## src/design/smmr_pkg.sv

```systemverilog
`timescale 1ns / 1ps
`default_nettype none

package smmr_pkg;

  localparam int LANES     = 4;
  localparam int GAIN_BITS = 16;
  localparam int SUM_W     = 48;
  localparam int ROUTE_W   = 3;

  typedef enum logic [ROUTE_W-1:0] {
    ROUTE_MUTE       = 3'd0,
    ROUTE_LEFT       = 3'd1,
    ROUTE_RIGHT      = 3'd2,
    ROUTE_MONO       = 3'd3,
    ROUTE_SEND_LEFT  = 3'd4,
    ROUTE_SEND_RIGHT = 3'd5,
    ROUTE_SEND_MONO  = 3'd6
  } route_e;

  typedef struct packed {
    logic to_sender;
    logic wants_echo;
  } route_ctl_t;

  typedef struct packed {
    logic vld;
    logic fend;
  } ctl_t;

endpackage

`default_nettype wire

```

## src/design/smmr_lane.sv

```systemverilog
`timescale 1ns / 1ps
`default_nettype none

module smmr_lane #(
  parameter int SAMPLE_BITS = 24,
  parameter int PROD_W      = 40
) (
  input  wire logic                                clk_i,
  input  wire logic                                en_i,
  input  wire logic signed [SAMPLE_BITS-1:0]       sample_i,
  input  wire logic [smmr_pkg::GAIN_BITS-1:0]      gain_i,
  input  wire logic [smmr_pkg::ROUTE_W-1:0]        code_i,
  input  wire smmr_pkg::route_ctl_t                rctl_i,
  output logic signed [PROD_W-1:0]                 left_o,
  output logic signed [PROD_W-1:0]                 right_o
);

  localparam int FULL_W = SAMPLE_BITS + smmr_pkg::GAIN_BITS + 1;

  logic signed [FULL_W-1:0] prod_full;
  logic signed [PROD_W-1:0] prod;
  logic                     direct_ok;
  logic                     send_ok;
  logic                     to_l;
  logic                     to_r;
  logic signed [PROD_W-1:0] left_d, left_q;
  logic signed [PROD_W-1:0] right_d, right_q;

  // gain is unsigned: zero-extend before the signed multiply
  assign prod_full = sample_i * $signed({1'b0, gain_i});
  assign prod      = prod_full[PROD_W-1:0];

  assign direct_ok = !rctl_i.to_sender || rctl_i.wants_echo;
  assign send_ok   = !rctl_i.to_sender;

  always_comb begin
    to_l = 1'b0;
    to_r = 1'b0;
    unique case (code_i) inside
      smmr_pkg::ROUTE_LEFT:       to_l = direct_ok;
      smmr_pkg::ROUTE_RIGHT:      to_r = direct_ok;
      smmr_pkg::ROUTE_MONO: begin
        to_l = direct_ok;
        to_r = direct_ok;
      end
      smmr_pkg::ROUTE_SEND_LEFT:  to_l = send_ok;
      smmr_pkg::ROUTE_SEND_RIGHT: to_r = send_ok;
      smmr_pkg::ROUTE_SEND_MONO: begin
        to_l = send_ok;
        to_r = send_ok;
      end
      default: begin
        to_l = 1'b0;
        to_r = 1'b0;
      end
    endcase
  end

  assign left_d  = to_l ? prod : '0;
  assign right_d = to_r ? prod : '0;

  always_ff @(posedge clk_i) begin
    if (en_i) begin
      left_q  <= left_d;
      right_q <= right_d;
    end
  end

  assign left_o  = left_q;
  assign right_o = right_q;

endmodule

`default_nettype wire

```

## config.mk

```make
export PLATFORM = sky130hd
export DESIGN_NAME = smmr_lane
export DESIGN_NICKNAME = d
export VERILOG_FILES = /design/src/design/smmr_pkg.sv /design/src/design/smmr_lane.sv
export SDC_FILE = /design/constraint.sdc
export NUM_CORES = 1
export LEC_CHECK = 0
export ABC_AREA = 1
export BUFFER_PORTS_ARGS = -buffer_cell sky130_fd_sc_hd__buf_2
export CAP_MARGIN = 25
export CORE_ASPECT_RATIO = 0.7
export CORE_MARGIN = 1
export CORE_UTILIZATION = 58
export CTS_BUF_LIST = sky130_fd_sc_hd__clkbuf_16
export CTS_CLUSTER_SIZE = 24
export DETAILED_ROUTE_END_ITERATION = 8
export PLACE_DENSITY = 0.8
export SKIP_LAST_GASP = 1
export SYNTH_ARGS = -nofsm -noshare
export SYNTH_HDL_FRONTEND = slang
export SYNTH_SLANG_ARGS = --single-unit
```

## constraint.sdc

```tcl
create_clock -name clk_i -period 5.6 [get_ports clk_i]
set_input_delay 0.56 -clock clk_i [delete_from_list [all_inputs] [get_ports clk_i]]
set_output_delay 0.56 -clock clk_i [all_outputs]
set_load 0.02 [all_outputs]
```

==> key figures <==
Cells and area
  • Number of nets in the layout: 2979
  • Diode count: 0
  • Share of final-layout standard cells stronger than drive strength 1: 19.3%
  • Most common cell after layout, fill and taps aside: sky130_fd_sc_hd__inv_1
  • Layout-stage area growth over the synthesis result: 19.7%
  • Final Cell Area: 0.0213 mm²
  • Commonest non-fill, non-tap cells in the layout: sky130_fd_sc_hd__inv_1, sky130_fd_sc_hd__nand2_1, sky130_fd_sc_hd__fa_1

CTS
  • CTS Hold Bufs: 0
  • Clock tree from TritonCTS: done
  • Total clock buffers created by CTS: 9
  • H-tree depth reported by CTS: 3
  • Number of buffers on the longest clock path: 2
  • Number of clock sinks seen by CTS: 80
  • Clock transition time at the flip-flop clock pins of the worst setup and hold paths: 0.07 ns
  • Clk root buf: sky130_fd_sc_hd__clkbuf_16

Worst setup path
  • Max incr delay on CP: 0.53 ns
  • Worst setup SP type: primary input
  • Critical path buffer and inverter count: 8
  • CP Capture Point: left_o[33]
  • Beginning of the critical path: gain_i[8]
  • Kind of cell adding the most delay to the critical path: adder cells
  • CP endpoint kind: flop
  • Crit Path Max Fanout: 4
  • Worst path slowest cell: sky130_fd_sc_hd__fa_1
  • CP arrival: 5.58 ns
  • Crit. path cell count: 26
  • Start-to-end type of the worst setup path: in -> reg
  • CP required: 5.68 ns

Global routing
  • Number of global-route vias before repair: 15500
  • Overflow left after global routing: 0
  • Global router's overall resource usage: 31.4%
  • Largest net degree at the start of global routing: 81
  • Global-route wire length before repair: 76.5 mm
  • Antenna violations before repair: 1

Yosys
  • Post-synth EDFFs: 80
  • Async set or reset register ratio after synthesis: 0%
  • Primary FF master, synth: sky130_fd_sc_hd__edfxtp_1
  • Post-synthesis net count: 2752
  • Number of distinct standard cells referenced by the synthesized netlist: 33
  • Gate count of the mapped netlist: 2235
  • Synth warn: 0
  • Post-synthesis instance area: 0.0178 mm²
  • Post-Synthesis Mean Instance Area: 7.98 µm²
  • Synth Register Bits: 80
  • Sequential-to-total area share from yosys stat: 13.5%

Worst hold path
  • Hold Path Depth: 3
  • Path class of the lowest-slack min-delay path: in -> reg

STA
  • Worst-case headroom to the max-slew limit: 32.3%
  • Transition time of the tightest slew-check pin: 1.02 ns
  • Final number of hold-violating endpoints: 0
  • Count of final setup violators: 0
  • Unrepaired setup endpoints after global routing: yes
  • Hold Worst Slack: 0.821 ns
  • Highest attainable clock frequency: 182 MHz
  • Tcrit/Tclk final: 98.1%
  • Minimum clock period: 5.49 ns
  • Final Max Tran Viols: 0

Place
  • I/O Buffers: 126
  • Final weighted congestion of routability-driven global placement: 0.953
  • HPWL after detailed placement: 39.0 mm
  • Placed Instance Area: 0.0201 mm²

Drt
  • Final antenna-violating net count: 0
  • Total wire length after detailed routing: 48.2 mm
  • Post-detailed-route wirelength per cell: 16.7 µm
  • Drt initial violations: 1222
  • Via count normalized by instance count: 5.11
  • Count of vias placed by the detailed router: 14700
  • DRC viols: 0
  • Number of iterations in the first detailed-routing pass: 7

Floorplan
  • Die area: 0.0315 mm²
  • Top-level I/O count: 127
  • Die Ht: 149 µm
  • Core footprint: 0.0301 mm²
  • Starting Density: 59.3%
  • Row count: 53
  • Horizontal die dimension: 212 µm

Run status
  • Status: complete, no violations

Job
  • Max-cap check violation count: 0
[synthesized netlist by cell type (2+ instances only)]
| library cell | number | area, µm² |
|---|---|---|
| sky130_fd_sc_hd__nor2_2 | 6 | 37.5 |
| sky130_fd_sc_hd__fa_1 | 372 | 7450 |
| sky130_fd_sc_hd__xor2_1 | 5 | 43.8 |
| sky130_fd_sc_hd__clkbuf_1 | 81 | 304 |
| sky130_fd_sc_hd__nand2_1 | 613 | 2300 |
| sky130_fd_sc_hd__ha_1 | 98 | 1230 |
| sky130_fd_sc_hd__nand3_1 | 24 | 120 |
| sky130_fd_sc_hd__a21oi_1 | 31 | 155 |
| sky130_fd_sc_hd__o21bai_1 | 8 | 60.1 |
| sky130_fd_sc_hd__a21o_1 | 2 | 15.0 |
| sky130_fd_sc_hd__inv_2 | 5 | 18.8 |
| sky130_fd_sc_hd__xnor2_1 | 18 | 158 |
| sky130_fd_sc_hd__edfxtp_1 | 80 | 2400 |
| sky130_fd_sc_hd__a21oi_2 | 3 | 26.3 |
| sky130_fd_sc_hd__nor2_1 | 138 | 518 |
| sky130_fd_sc_hd__nand4_1 | 6 | 37.5 |
| sky130_fd_sc_hd__nor2_4 | 2 | 22.5 |
| sky130_fd_sc_hd__nand3b_1 | 12 | 90.1 |
| sky130_fd_sc_hd__inv_1 | 687 | 2580 |
| sky130_fd_sc_hd__nor3_1 | 4 | 20.0 |
| sky130_fd_sc_hd__o21ai_1 | 2 | 10.0 |
| sky130_fd_sc_hd__o21ai_0 | 7 | 35.0 |
| sky130_fd_sc_hd__nand3_2 | 5 | 50.1 |
| sky130_fd_sc_hd__nand2_2 | 11 | 68.8 |
| sky130_fd_sc_hd__buf_2 | 7 | 35.0 |
[state kept, by name (all words and copies together) (netlist names)]
register / count
left_o: 40
right_o: 40
[cells by family (layout without fill, tap and decap cells)]
group / Yosys count / in the layout / synth area share [%]
adders and majority gates: 470 / 470 / 48.6
xor gates and xnor gates: 23 / 23 / 1.13
AOI/OAI and AO/OA: 55 / 55 / 1.77
and+or+nand+nor: 826 / 826 / 18.5
DFF: 80 / 80 / 13.5
buffers and inverters: 781 / 1013 / 16.5
[tightest hold or removal path: stages]
cell and delay [ns]:
sky130_fd_sc_hd__buf_2 0.13, sky130_fd_sc_hd__a31oi_4 0.24, sky130_fd_sc_hd__nor2_1 0.13
[through the flow]
stage               util, %  setup slack, ns  cells  TNS (ns)
floorplan                 -         0.000123   2235         0
global placement       66.7           -0.484   2852    -17.00
detailed placement     66.8           -0.568   2853    -20.97
CTS                    68.4         -0.00358   2873  -0.00358
global route           70.9          -0.0612   2879    -0.326
finish                 70.9            0.108   2879         0
[final cells by class]
class                   count  area, µm²
fillers                  2224       8760
flip-flops and latches     80       2400
clock buffers               9        225
inverters                 693       2600
well taps                 412        515
clock inverters             7       85.1
multi-input cells        1374      13200
repair buffers            304       2350
[per-layer routing]
metal,track usage (%),vias to the layer above,share of wire (%)
li1,-,6707,-
met5,0,-,0.027
met3,5.47,69,8.6
met1,42.6,7281,41
met4,6.27,2,1.7
met2,53.4,640,49
[how the worst min path moves through the flow]
stage | slack, ns | to | start
after floorplan | 0.67 | left_o[0] | en_i
after global placement | 1.00 | right_o[13] | right_o[13]
after detailed placement | 1.00 | left_o[19] | left_o[19]
after CTS | 0.83 | left_o[31] | code_i[0]
after global routing | 0.85 | left_o[31] | code_i[0]
final | 0.82 | left_o[31] | code_i[0]
[timing repair]
action | 4_1_cts | 5_1_grt
pin swaps | 2 | 44
resized for setup | 25 | 165
setup buffers | 4 | 3
endpoints found under the setup margin | 34 | 53
cloned | 0 | 3
Power is not shown: default switching activity piles up to over one toggle a cycle in this logic, so the estimate is an artifact.
