[config.mk]
export PLATFORM = sky130hd
export DESIGN_NAME = smmr_merge
export DESIGN_NICKNAME = d
export VERILOG_FILES = /design/src/design/smmr_pkg.sv /design/src/design/smmr_merge.sv
export SDC_FILE = /design/constraint.sdc
export NUM_CORES = 1
export LEC_CHECK = 0
export BUFFER_PORTS_ARGS = -buffer_cell sky130_fd_sc_hd__buf_4
export CAP_MARGIN = 30
export CORE_UTILIZATION = 62
export CTS_CLUSTER_SIZE = 25
export DETAILED_ROUTE_END_ITERATION = 7
export PLACE_DENSITY = 0.86
export SETUP_SLACK_MARGIN = 0.4
export SYNTH_ARGS = -nofsm -noshare
export SYNTH_HDL_FRONTEND = slang
export SYNTH_SLANG_ARGS = --single-unit
export TNS_END_PERCENT = 1
[constraint.sdc]
create_clock -name clk_i -period 8.2 [get_ports clk_i]
set_input_delay 1.23 -clock clk_i [delete_from_list [all_inputs] [get_ports clk_i]]
set_output_delay 1.23 -clock clk_i [all_outputs]
set_load 0.02 [all_outputs]
[src/design/smmr_pkg.sv]
`timescale 1ns / 1ps
`default_nettype none

package smmr_pkg;

  localparam int LANES     = 4;
  localparam int GAIN_BITS = 16;
  localparam int SUM_W     = 48;
  localparam int ROUTE_W   = 3;

  typedef enum logic [ROUTE_W-1:0] {
    ROUTE_MUTE       = 3'd0,
    ROUTE_LEFT       = 3'd1,
    ROUTE_RIGHT      = 3'd2,
    ROUTE_MONO       = 3'd3,
    ROUTE_SEND_LEFT  = 3'd4,
    ROUTE_SEND_RIGHT = 3'd5,
    ROUTE_SEND_MONO  = 3'd6
  } route_e;

  typedef struct packed {
    logic to_sender;
    logic wants_echo;
  } route_ctl_t;

  typedef struct packed {
    logic vld;
    logic fend;
  } ctl_t;

endpackage

`default_nettype wire

[src/design/smmr_merge.sv]
`timescale 1ns / 1ps
`default_nettype none

module smmr_merge #(
  parameter int PROD_W = 40
) (
  input  wire logic                         clk_i,
  input  wire logic                         rst_ni,
  input  wire logic                         en_i,
  input  wire smmr_pkg::ctl_t               ctl_i,
  input  wire logic signed [PROD_W-1:0]     left_i  [smmr_pkg::LANES],
  input  wire logic signed [PROD_W-1:0]     right_i [smmr_pkg::LANES],
  output smmr_pkg::ctl_t                    ctl_o,
  output logic signed [smmr_pkg::SUM_W-1:0] left_tot_o,
  output logic signed [smmr_pkg::SUM_W-1:0] right_tot_o
);

  localparam int SW = smmr_pkg::SUM_W;

  logic signed [SW-1:0] lsum_d, lsum_q;
  logic signed [SW-1:0] rsum_d, rsum_q;
  smmr_pkg::ctl_t       ctl2_q;
  logic signed [SW-1:0] lacc_d, lacc_q;
  logic signed [SW-1:0] racc_d, racc_q;
  logic signed [SW-1:0] ltot, rtot;
  logic signed [SW-1:0] ltot_q, rtot_q;
  smmr_pkg::ctl_t       ctl3_q;

  // lane reduction, wraps mod 2^SUM_W
  always_comb begin
    lsum_d = '0;
    rsum_d = '0;
    for (int l = 0; l < smmr_pkg::LANES; l++) begin
      lsum_d = lsum_d + SW'(left_i[l]);
      rsum_d = rsum_d + SW'(right_i[l]);
    end
  end

  always_ff @(posedge clk_i) begin
    if (en_i) begin
      lsum_q <= lsum_d;
      rsum_q <= rsum_d;
    end
  end

  assign ltot = lacc_q + lsum_q;
  assign rtot = racc_q + rsum_q;

  always_comb begin
    lacc_d = lacc_q;
    racc_d = racc_q;
    if (ctl2_q.vld) begin
      lacc_d = ctl2_q.fend ? '0 : ltot;
      racc_d = ctl2_q.fend ? '0 : rtot;
    end
  end

  always_ff @(posedge clk_i or negedge rst_ni) begin
    if (!rst_ni) begin
      ctl2_q <= '0;
      ctl3_q <= '0;
      lacc_q <= '0;
      racc_q <= '0;
    end else if (en_i) begin
      ctl2_q <= ctl_i;
      ctl3_q <= ctl2_q;
      lacc_q <= lacc_d;
      racc_q <= racc_d;
    end
  end

  always_ff @(posedge clk_i) begin
    if (en_i && ctl2_q.vld && ctl2_q.fend) begin
      ltot_q <= ltot;
      rtot_q <= rtot;
    end
  end

  assign ctl_o       = ctl3_q;
  assign left_tot_o  = ltot_q;
  assign right_tot_o = rtot_q;

endmodule

`default_nettype wire

==> results of run 1 <==
-- power by group --
group	switching, W	internal (W)
logic	0.00366	0.00257
clock network	0.000552	0.000902
registers	0.000305	0.00242
-- per-stage QoR --
step / utilization, % / std cells / setup slack, ns / total power [W]
floorplan: - / 2402 / 3.14 / 0.00722
finish: 76.5 / 3334 / 3.15 / 0.0104
global route: 76.5 / 3334 / 2.93 / 0.0111
detailed placement: 73.6 / 3279 / 2.65 / 0.00882
global placement: 73.4 / 3277 / 2.72 / 0.00867
CTS: 76.5 / 3334 / 3.23 / 0.0103
-- path summary, 6_finish.rpt --
kind                                        start                        to  slack, ns
setup / recovery                        left_i[0]      lsum_q[37]$_DFFE_PP_       3.15
hold / removal             lacc_q[25]$_DFFE_PN0P_    lacc_q[25]$_DFFE_PN0P_       0.49
setup reg to reg              lsum_q[0]$_DFFE_PP_  left_tot_o[42]$_DFFE_PP_       4.41
hold reg to reg            lacc_q[25]$_DFFE_PN0P_    lacc_q[25]$_DFFE_PN0P_       0.49
max in group asynchronous                  rst_ni    lacc_q[47]$_DFFE_PN0P_       6.25
min in group asynchronous                  rst_ni     lacc_q[9]$_DFFE_PN0P_       0.64
-- layout make-up --
class	instances	area [um2]
sequential	282	7970
fill	2523	8680
inverter	502	1880
multi-input combinational	1560	13400
tap	504	631
clock buffer	38	832
clock inverter	17	238
timing repair buffer	431	3270
-- Yosys cell counts (all sizes together), types with 13 or more instances --
master	number
a31oi	13
fa	164
o21bai	29
nand2b	32
dfrtp	100
nand4	26
nand2	100
nor3	24
ha	178
a211oi	19
xnor2	115
nand3	26
clkbuf	53
edfxtp	182
a22o	84
inv	502
a21o	75
nor2	121
o21a	21
a21oi	175
xor2	43
nor2b	28
and3	13
o21ai	123
-- state kept, by name, summed over array words and instances, names as in the netlist --
signal,flops
rsum_q,43
ctl2_q,2
lsum_q,43
right_tot_o,48
left_tot_o,48
ctl_o,2
racc_q,48
lacc_q,48
-- worst reg2reg max path, delay by kind of cell (launching register included) --
family | cells | cell delay (ns)
AOI/OAI and AO/OA | 8 | 2.05
xor gates and xnor gates | 1 | 0.22
adders and majority gates | 2 | 0.66
buffers and inverters | 1 | 0.07
DFF | 1 | 0.37
and+or+nand+nor | 1 | 0.18
-- logic make-up after synthesis --
logic type / synth area share, %
muxes: 0.230
xor gates and xnor gates: 5.91
adders and majority gates: 23.5
AOI/OAI and AO/OA: 18.3
and+or+nand+nor: 9.07
buffers and inverters: 9.00
DFF: 34.0
-- per-layer routing --
| layer | vias up | track usage, % |
|---|---|---|
| met3 | 127 | 3.30 |
| li1 | 8969 | - |
| met5 | - | 0 |
| met2 | 667 | 54.4 |
| met1 | 9000 | 39.6 |
| met4 | 0 | 11.5 |
==> impl_metrics.toml, run 1 <==
[setup_path]
r2r_cells = 13
crit_cells = 19
timing.setup.critical_path_class = "in2reg"
worst_setup_path_end_kind = "flip-flop"
cp_max_fo = 3
cp_slowest_stage_delay_ns = 0.46
arrival_ns = 5.37
crit_path_cell_trace = "buf_4 > fa_1 > inv_1 > fa_1 > inv_1 > ha_1 > inv_1 > fa_1 > nand2b_1 > a21boi_0 > o21ai_0 > a21oi_1 > or4_1 > a21oi_2 > o41a_1 > o41a_1 > nor2b_4 > o21ai_1 > xor2_1"
path_buf_inv = 4
timing.critical_path.required_ns = 8.52
startpoint_type_of_the_worst_setup_path = "input port"
crit_family = "compound AO/OA/AOI/OAI gates"
slowest_stage = "sky130_fd_sc_hd__fa_1"

[detailed_routing]
detailedRoute.firstPassIterationCount = 5
finalWirelength_mm = 58.8
route.detailed.wl_per_inst_um = 17.6
routed-wl-met2_mm = 29.4
drt-initial-drc-count = 1026
drt-met1-wl_mm = 24.2
drtAntennaViolNets = 0
dr_wl_met3_mm = 3.18
routed-via-count = 18800
avgViaCountPerCell = 5.63
post-route-drc-count = 0
top_layer = "met4"

[clock_network]
cts_repair_resize_count = 0
insertion_delay_ns = 0.57
clk_root_buffer_cell = "sky130_fd_sc_hd__clkbuf_16"
cts_inserted_buffers = 30
htreeDepth = 1
cts_buffer_depth = 3
clkTransAtPathRegs_ns = 0.06
cts_tree = "done"
post-cts-setup-buffers = 0
cts.sink_count = 282
cts-hold-fix-buffers = 0

[die]
starting_density_of_the_core_pct = 63.5
die_h_um = 196
num_rows = 70
coreArea_um2 = 36900
fp.dieW_um = 196
io_pins = 423
die_area_um2 = 38600

[sta]
final.hold.worst_slack_ns = 0.485
setup_tns_ns = 0
final_period_minus_worst_setup_slack_ns = 5.05
final_hold_viol_count = 0
finalCritPeriodShare_pct = 61.6
rsz0062_at_grt = "no"
final_setup_vio_count = 0
timing_worst_slew_pin_value_ns = 0.920
max_clock_freq_ghz = 0.198
clock_skew_ns = 0.0168
max-slew-margin-rel_pct = 38.7
timing.final.max_slew_violations = 0

[grt]
grt_pass1_vias = 19100
grt_antenna_before_repair = 0
globalRouteTotalUtil_pct = 31.0
largest_net_degree_at_the_start_of_global_routing = 76
globalRouteOverflowTotal = 0
grt_first_pass_wirelength_mm = 95.4

[synth]
synthDominantCellAreaShare_pct = 23.3
netlist-cell-type-count = 90
postSynthRegisterBits = 282
yosys_warnings = 0
post-synth-top-area-cell = "sky130_fd_sc_hd__edfxtp_1"
sequential_area_share_after_synthesis_pct = 34.0
synth_area_per_cell_um2 = 9.75
synth_edf_count = 182
syn-cell-area_um2 = 23400
async_reset_ff_share_pct = 35.5
yosys-top-cells-area = "sky130_fd_sc_hd__edfxtp_1 (23%), sky130_fd_sc_hd__fa_1 (14%), sky130_fd_sc_hd__dfrtp_1 (11%)"
synth.net_count = 3069
synthFlopType = "sky130_fd_sc_hd__edfxtp_1"
synthesis.instances = 2402

[place]
place.detailed.hpwl_mm = 47.5
port_buffers = 422
place.gp.congestion = 0.949
dpl-instance-area_um2 = 27100

[hold_path]
hold_path_depth = 2
worst_hold_path_type = "reg2reg"

[power_and_ir_drop]
peakVddDrop_mv = 0.180
power_per_cell_area_nw_per_um2 = 369
cellLeakagePower_nw = 14.0

[run]
cap_viol_max_count = 0

[final_layout]
layout.cells.most_common = "sky130_fd_sc_hd__inv_1"
syn_to_final_growth_pct = 20.3
final_nets = 3474
layout_common_cells = "sky130_fd_sc_hd__inv_1 (501), sky130_fd_sc_hd__buf_4 (429), sky130_fd_sc_hd__edfxtp_1 (182)"
final_layout_size_suffix_gt1_share_pct = 18.8
antennaDiodeCount = 0
final_cell_area_um2 = 28200

[run_status]
run_status = "finished, final reports clean"
Power figures use the tool's default switching activity.
==> run 2, diff against run 1 <==
ABC_AREA = 1   (was default)
CORE_UTILIZATION = 54   (was 62)
PLACE_DENSITY = 0.78   (was 0.86)
clock period = 4.35 ns   (was 8.2 ns; I/O delays follow)
==> impl_metrics.toml, run 2 <==
[detailed_routing]
post-route-drc-count = 0
routed-via-count = 26700
finalWirelength_mm = 86.3
route.detailed.wl_per_inst_um = 16.6
drt-initial-drc-count = 2173
drtAntennaViolNets = 0
detailedRoute.firstPassIterationCount = 6
avgViaCountPerCell = 5.13

[die]
coreArea_um2 = 51600
fp.dieW_um = 231
num_rows = 83
io_pins = 423
die_h_um = 231
starting_density_of_the_core_pct = 55.0
die_area_um2 = 53500

[final_layout]
final_layout_size_suffix_gt1_share_pct = 13.0
syn_to_final_growth_pct = 17.7
layout.cells.most_common = "sky130_fd_sc_hd__nand2_1"
final_cell_area_um2 = 33400
final_cells = 5198
final_nets = 5161
layout_common_cells = "sky130_fd_sc_hd__nand2_1 (1273), sky130_fd_sc_hd__inv_1 (1022), sky130_fd_sc_hd__buf_4 (425)"

[grt]
globalRouteOverflowTotal = 0
largest_net_degree_at_the_start_of_global_routing = 78
grt_pass1_vias = 25400
grt_first_pass_wirelength_mm = 134
globalRouteTotalUtil_pct = 32.3
grt_antenna_before_repair = 2

[place]
port_buffers = 422
dpl-instance-area_um2 = 32400
place.detailed.hpwl_mm = 74.2
place.gp.congestion = 1.04
dp.cells = 5143

[synth]
synthFlopType = "sky130_fd_sc_hd__edfxtp_1"
netlist-cell-type-count = 45
synthDominantCellAreaShare_pct = 19.3
sequential_area_share_after_synthesis_pct = 28.1
async_reset_ff_share_pct = 35.5
syn-cell-area_um2 = 28400
yosys_warnings = 0
yosys-top-cells-area = "sky130_fd_sc_hd__edfxtp_1 (19%), sky130_fd_sc_hd__nand2_1 (17%), sky130_fd_sc_hd__inv_1 (14%)"
postSynthRegisterBits = 282
synthesis.instances = 4053
synth_commonest_cells = "sky130_fd_sc_hd__nand2_1 (1273), sky130_fd_sc_hd__inv_1 (1022), sky130_fd_sc_hd__nor2_1 (275)"
synth_edf_count = 182
post-synth-top-area-cell = "sky130_fd_sc_hd__edfxtp_1"
synth_area_per_cell_um2 = 7.00
synth.net_count = 4720
post-synth-top-count-cell = "sky130_fd_sc_hd__nand2_1"

[setup_path]
timing.critical_path.required_ns = 4.71
crit_family = "adder cells"
timing.setup.critical_path_class = "in2reg"
path_buf_inv = 5
crit_path_cell_trace = "buf_4 > inv_1 > fa_1 > fa_1 > inv_1 > ha_1 > inv_1 > fa_1 > inv_1 > nand3_1 > nand2_2 > nand2_1 > nand2_1 > nand2_1 > nand3_2 > nand4_1 > nand3_1 > nand2_1"
cp_max_fo = 5
startpoint_type_of_the_worst_setup_path = "input port"
worst_setup_path_end_kind = "flip-flop"
slowest_stage = "sky130_fd_sc_hd__fa_1"
arrival_ns = 3.65
cp_slowest_stage_delay_ns = 0.56

[sta]
final_setup_vio_count = 0
final_hold_viol_count = 0
rsz0062_at_grt = "no"
max-slew-margin-rel_pct = 35.1
finalCritPeriodShare_pct = 75.8
max_clock_freq_ghz = 0.303
final.hold.worst_slack_ns = 0.120
timing_worst_slew_pin_value_ns = 0.974
final_period_minus_worst_setup_slack_ns = 3.30
clock_skew_ns = 0.0207
timing.final.max_slew_violations = 0
setup_tns_ns = 0

[clock_network]
post-cts-setup-buffers = 0
cts_repair_resize_count = 0
clk_root_buffer_cell = "sky130_fd_sc_hd__clkbuf_16"
cts.sink_count = 282
clkTransAtPathRegs_ns = 0.07
htreeDepth = 1
insertion_delay_ns = 0.59
cts_tree = "done"
cts_inserted_buffers = 29
cts-hold-fix-buffers = 0
cts_buffer_depth = 3

[run]
cap_viol_max_count = 0

[run_status]
run_status = "finished, final reports clean"

[power_and_ir_drop]
power_per_cell_area_nw_per_um2 = 688
peakVddDrop_mv = 0.385
cellLeakagePower_nw = 18.6

[hold_path]
worst_hold_path_type = "in2async"
==> run 2: changes by cell type in the layout (fill, tap and decap cells not counted), moves of 25 or more <==
| cell | previous run | this run |
|---|---|---|
| sky130_fd_sc_hd__a21o_1 | 75 | 10 |
| sky130_fd_sc_hd__a22o_1 | 84 | 17 |
| sky130_fd_sc_hd__and2_1 | 11 | 58 |
| sky130_fd_sc_hd__inv_1 | 501 | 1022 |
| sky130_fd_sc_hd__nand2_1 | 97 | 1273 |
| sky130_fd_sc_hd__nand2b_1 | 32 | 0 |
| sky130_fd_sc_hd__nand3_1 | 26 | 189 |
| sky130_fd_sc_hd__nor2_1 | 120 | 274 |
| sky130_fd_sc_hd__nor2_2 | 0 | 25 |
| sky130_fd_sc_hd__nor2b_1 | 27 | 0 |
| sky130_fd_sc_hd__o21ai_0 | 108 | 75 |
| sky130_fd_sc_hd__xnor2_1 | 115 | 31 |
==> run 2: path summary, 6_finish.rpt <==
| kind | slack, ns | from | endpoint | depth (start not counted) |
|---|---|---|---|---|
| max reg2reg | 1.64 | lsum_q[0]$_DFFE_PP_ | left_tot_o[40]$_DFFE_PP_ | 11 |
| max | 1.05 | left_i[1] | lsum_q[31]$_DFFE_PP_ | 18 |
| min | 0.12 | rst_ni | racc_q[37]$_DFFE_PN0P_ | 1 |
| min in group clk_i | 0.29 | ctl_i[0] | ctl2_q[0]$_DFFE_PN0P_ | 3 |
| max in group asynchronous | 3.48 | rst_ni | lacc_q[36]$_DFFE_PN0P_ | 2 |
| min reg2reg | 0.49 | lacc_q[23]$_DFFE_PN0P_ | lacc_q[23]$_DFFE_PN0P_ | 2 |
==> run 2: worst register-to-register path: stages (launching register included) <==
cell,delay (ns)
sky130_fd_sc_hd__edfxtp_1,0.38
sky130_fd_sc_hd__ha_1,0.27
sky130_fd_sc_hd__fa_1,0.48
sky130_fd_sc_hd__nand3_1,0.12
sky130_fd_sc_hd__nand3_2,0.14
sky130_fd_sc_hd__nand2_1,0.09
sky130_fd_sc_hd__nand2_1,0.13
sky130_fd_sc_hd__nand2_1,0.12
sky130_fd_sc_hd__nand3_1,0.23
sky130_fd_sc_hd__nand2_1,0.22
sky130_fd_sc_hd__nand3_1,0.11
sky130_fd_sc_hd__and2_1,0.17
==> run 2: cells by family after synthesis <==
family | Yosys count | share of synthesized area [%]
simple gates | 1968 | 29.4
fa+ha+maj | 342 | 19.4
xor+xnor | 88 | 2.74
buf+inv | 1050 | 13.9
mux | 2 | 0.0794
flops | 282 | 28.1
compound gates | 321 | 6.42
==> run 2: through the flow <==
step	total power, W	utilization (%)	setup WS, ns
after CTS	0.0227	64.7	1.09
final	0.0230	64.7	1.05
after floorplan	0.0154	-	0.887
after detailed placement	0.0201	62.8	0.466
after global placement	0.0199	62.8	0.533
after global routing	0.0249	64.7	0.890
==> run 2: area by class of cell <==
| type | instances | area (um2) |
|---|---|---|
| flip-flops and latches | 282 | 7970 |
| well taps | 680 | 851 |
| inverters | 1031 | 3870 |
| clock buffers | 35 | 779 |
| diodes | 1 | 2.50 |
| fillers | 4695 | 18200 |
| repair buffers | 429 | 3270 |
| multi-input cells | 2721 | 16500 |
| clock inverters | 19 | 189 |
==> run 2: power by group <==
| group | internal, W | leakage [nW] | switching [W] |
|---|---|---|---|
| Sequential | 0.00446 | 3.00 | 0.000731 |
| Combinational | 0.00514 | 15.1 | 0.0101 |
| Clock | 0.00142 | 0.468 | 0.00113 |
==> run 2: layer usage <==
metal | global-route usage, % | up-vias | part of all wire (%)
met4 | 8.13 | 2 | 2.4
met3 | 3.94 | 121 | 7.9
met1 | 46.8 | 12300 | 45
li1 | - | 13200 | -
met2 | 51.0 | 1048 | 44
met5 | 0 | - | 0.015
==> run 3, diff against run 2 <==
ABC_AREA = 0   (was 1)
CORE_UTILIZATION = 58   (was 54)
PLACE_DENSITY = 0.82   (was 0.78)
clock period = 3.1 ns   (was 4.35 ns; I/O delays follow)
==> impl_metrics.toml, run 3 (synthesized netlist as in run 1, its figures left out) <==
[detailed_routing]
route.detailed.wl_per_inst_um = 17.8
post-route-drc-count = 0
routed-via-count = 20400
drt-initial-drc-count = 1039
finalWirelength_mm = 65.3
drtAntennaViolNets = 0
detailedRoute.firstPassIterationCount = 5
avgViaCountPerCell = 5.54

[final_layout]
multi_input_comb_area_um2 = 14700
layout.filler_cells = 2409
final_nets = 3791
final_layout_size_suffix_gt1_share_pct = 32.9
layout.area.seq_um2 = 7970
layout.cells.most_common = "sky130_fd_sc_hd__buf_4"
layout_common_cells = "sky130_fd_sc_hd__buf_4 (734), sky130_fd_sc_hd__inv_1 (491), sky130_fd_sc_hd__edfxtp_1 (182)"
syn_to_final_growth_pct = 36.4
final_cells = 3674

[die]
starting_density_of_the_core_pct = 58.8
num_rows = 73
io_pins = 423
die_h_um = 203
fp.dieW_um = 203
coreArea_um2 = 39800
die_area_um2 = 41200

[sta]
worst_setup_slack_after_layout_ns = -0.699
max-slew-margin-rel_pct = 58.8
timing_worst_slew_pin_value_ns = 0.617
final_hold_viol_count = 0
clock_skew_ns = 0.0102
final_setup_vio_count = 64
rsz0062_at_grt = "yes"
timing.final.max_slew_violations = 0
finalCritPeriodShare_pct = 123
final_period_minus_worst_setup_slack_ns = 3.80
max_clock_freq_ghz = 0.263

[grt]
grt_pass1_vias = 21200
globalRouteTotalUtil_pct = 31.4
grt_antenna_before_repair = 1
grt_first_pass_wirelength_mm = 104
globalRouteOverflowTotal = 0
largest_net_degree_at_the_start_of_global_routing = 49

[setup_path]
cp_slowest_stage_delay_ns = 0.53
cp_max_fo = 4
arrival_ns = 4.12
worst_setup_path_end_kind = "flip-flop"
critical_path.most_common_cell = "sky130_fd_sc_hd__inv_1"
timing.critical_path.required_ns = 3.42
timing.setup.critical_path_class = "in2reg"
startpoint_type_of_the_worst_setup_path = "input port"
slowest_stage = "sky130_fd_sc_hd__or4_4"
crit_path_cell_trace = "buf_4 > inv_1 > fa_1 > fa_1 > inv_1 > ha_4 > inv_1 > or4_4 > nor4_4 > a21oi_4 > o41a_1 > o41a_1 > nor2b_4 > o31ai_4 > xor2_1"

[run_status]
failing_checks = "negative setup slack"
run_status = "finished, violations left"

[power_and_ir_drop]
peakVddDrop_mv = 0.521
power_per_cell_area_nw_per_um2 = 1020
total_power_w = 0.0326
cellLeakagePower_nw = 15.7

[hold_path]
worst_hold_path_type = "in2reg"

[place]
place.detailed.hpwl_mm = 50.0
port_buffers = 422
dp.cells = 3615
place.gp.congestion = 0.967

[clock_network]
cts.sink_count = 282
cts_tree = "done"
clkTransAtPathRegs_ns = 0.06
cts_inserted_buffers = 30
clk_root_buffer_cell = "sky130_fd_sc_hd__clkbuf_16"
insertion_delay_ns = 0.58
cts_buffer_depth = 3
htreeDepth = 1

[run]
cap_viol_max_count = 0
run 3: changes by cell type in the layout (fill, tap and decap cells not counted), moves of 67 or more:
cell | before | now
sky130_fd_sc_hd__nor2_1 | 274 | 113
sky130_fd_sc_hd__a22o_1 | 17 | 84
sky130_fd_sc_hd__inv_1 | 1022 | 491
sky130_fd_sc_hd__xnor2_1 | 31 | 101
sky130_fd_sc_hd__buf_4 | 425 | 734
sky130_fd_sc_hd__nand2_1 | 1273 | 95
sky130_fd_sc_hd__nand3_1 | 189 | 25
run 3: metrics by stage:
stage	instance area (um2)	util, %	hold WS [ns]	setup slack (ns)	TNS, ns
finish	31900	80.2	0.132	-0.699	-20.02
floorplan	23400	-	0.169	-1.05	-66.67
global route	31900	80.2	0.122	-0.853	-29.53
detailed placement	29500	74.2	0.484	-1.50	-79.76
CTS	31500	79.2	0.109	-0.741	-20.62
global placement	29500	74.2	0.464	-1.39	-70.84
run 3: power by group:
part / internal, W / leakage [nW] / switching, W
Sequential: 0.00639 / 3.02 / 0.000892
Combinational: 0.0102 / 12.2 / 0.0116
Clock: 0.00212 / 0.478 / 0.00149
run 3: final cells by class:
type                       count  area share (%)
multi-input combinational   1560            46.1
clock inverter                10           0.337
clock buffer                  46            2.76
inverter                     502            5.92
sequential                   282            24.9
timing repair buffer         748            17.8
tap                          525            2.06
antenna                        1         0.00783
run 3: worst paths after layout:
kind	start	end	slack, ns	cells after the start
max reg2reg	lacc_q[0]$_DFFE_PN0P_	left_tot_o[42]$_DFFE_PP_	-0.21	14
max	left_i[57]	lsum_q[41]$_DFFE_PP_	-0.70	15
min reg2reg	lacc_q[41]$_DFFE_PN0P_	lacc_q[41]$_DFFE_PN0P_	0.49	2
min	ctl_i[0]	ctl2_q[0]$_DFFE_PN0P_	0.13	2
min in group asynchronous	rst_ni	lacc_q[7]$_DFFE_PN0P_	0.42	2
max in group asynchronous	rst_ni	lacc_q[46]$_DFFE_PN0P_	1.91	3
run 3: layer usage:
metal | wire length (um) | up-vias | part of all wire, % | track usage [%]
met3 | 2940 | 186 | 4.5 | 2.70
met5 | 0 | - | 0 | 0
li1 | - | 9610 | - | -
met2 | 33600 | 685 | 51 | 57.2
met1 | 25900 | 9884 | 40 | 38.1
met4 | 2910 | 0 | 4.5 | 13.2
run 3: critical path, delay by kind of cell:
kind	cells	cell delay, ns
AOI/OAI and AO/OA	4	1.02
xor gates and xnor gates	1	0.08
adders and majority gates	3	1.25
buffers and inverters	4	0.32
and+or+nand+nor	3	0.98
run 3: repair_timing:
item,CTS,global route
setup endpoints to repair,191,188
pin swaps,118,59
cloned,0,0
hold endpoints to repair,32,0
gates resized for setup,201,78
hold buffers,1,0
buffers inserted,1,0
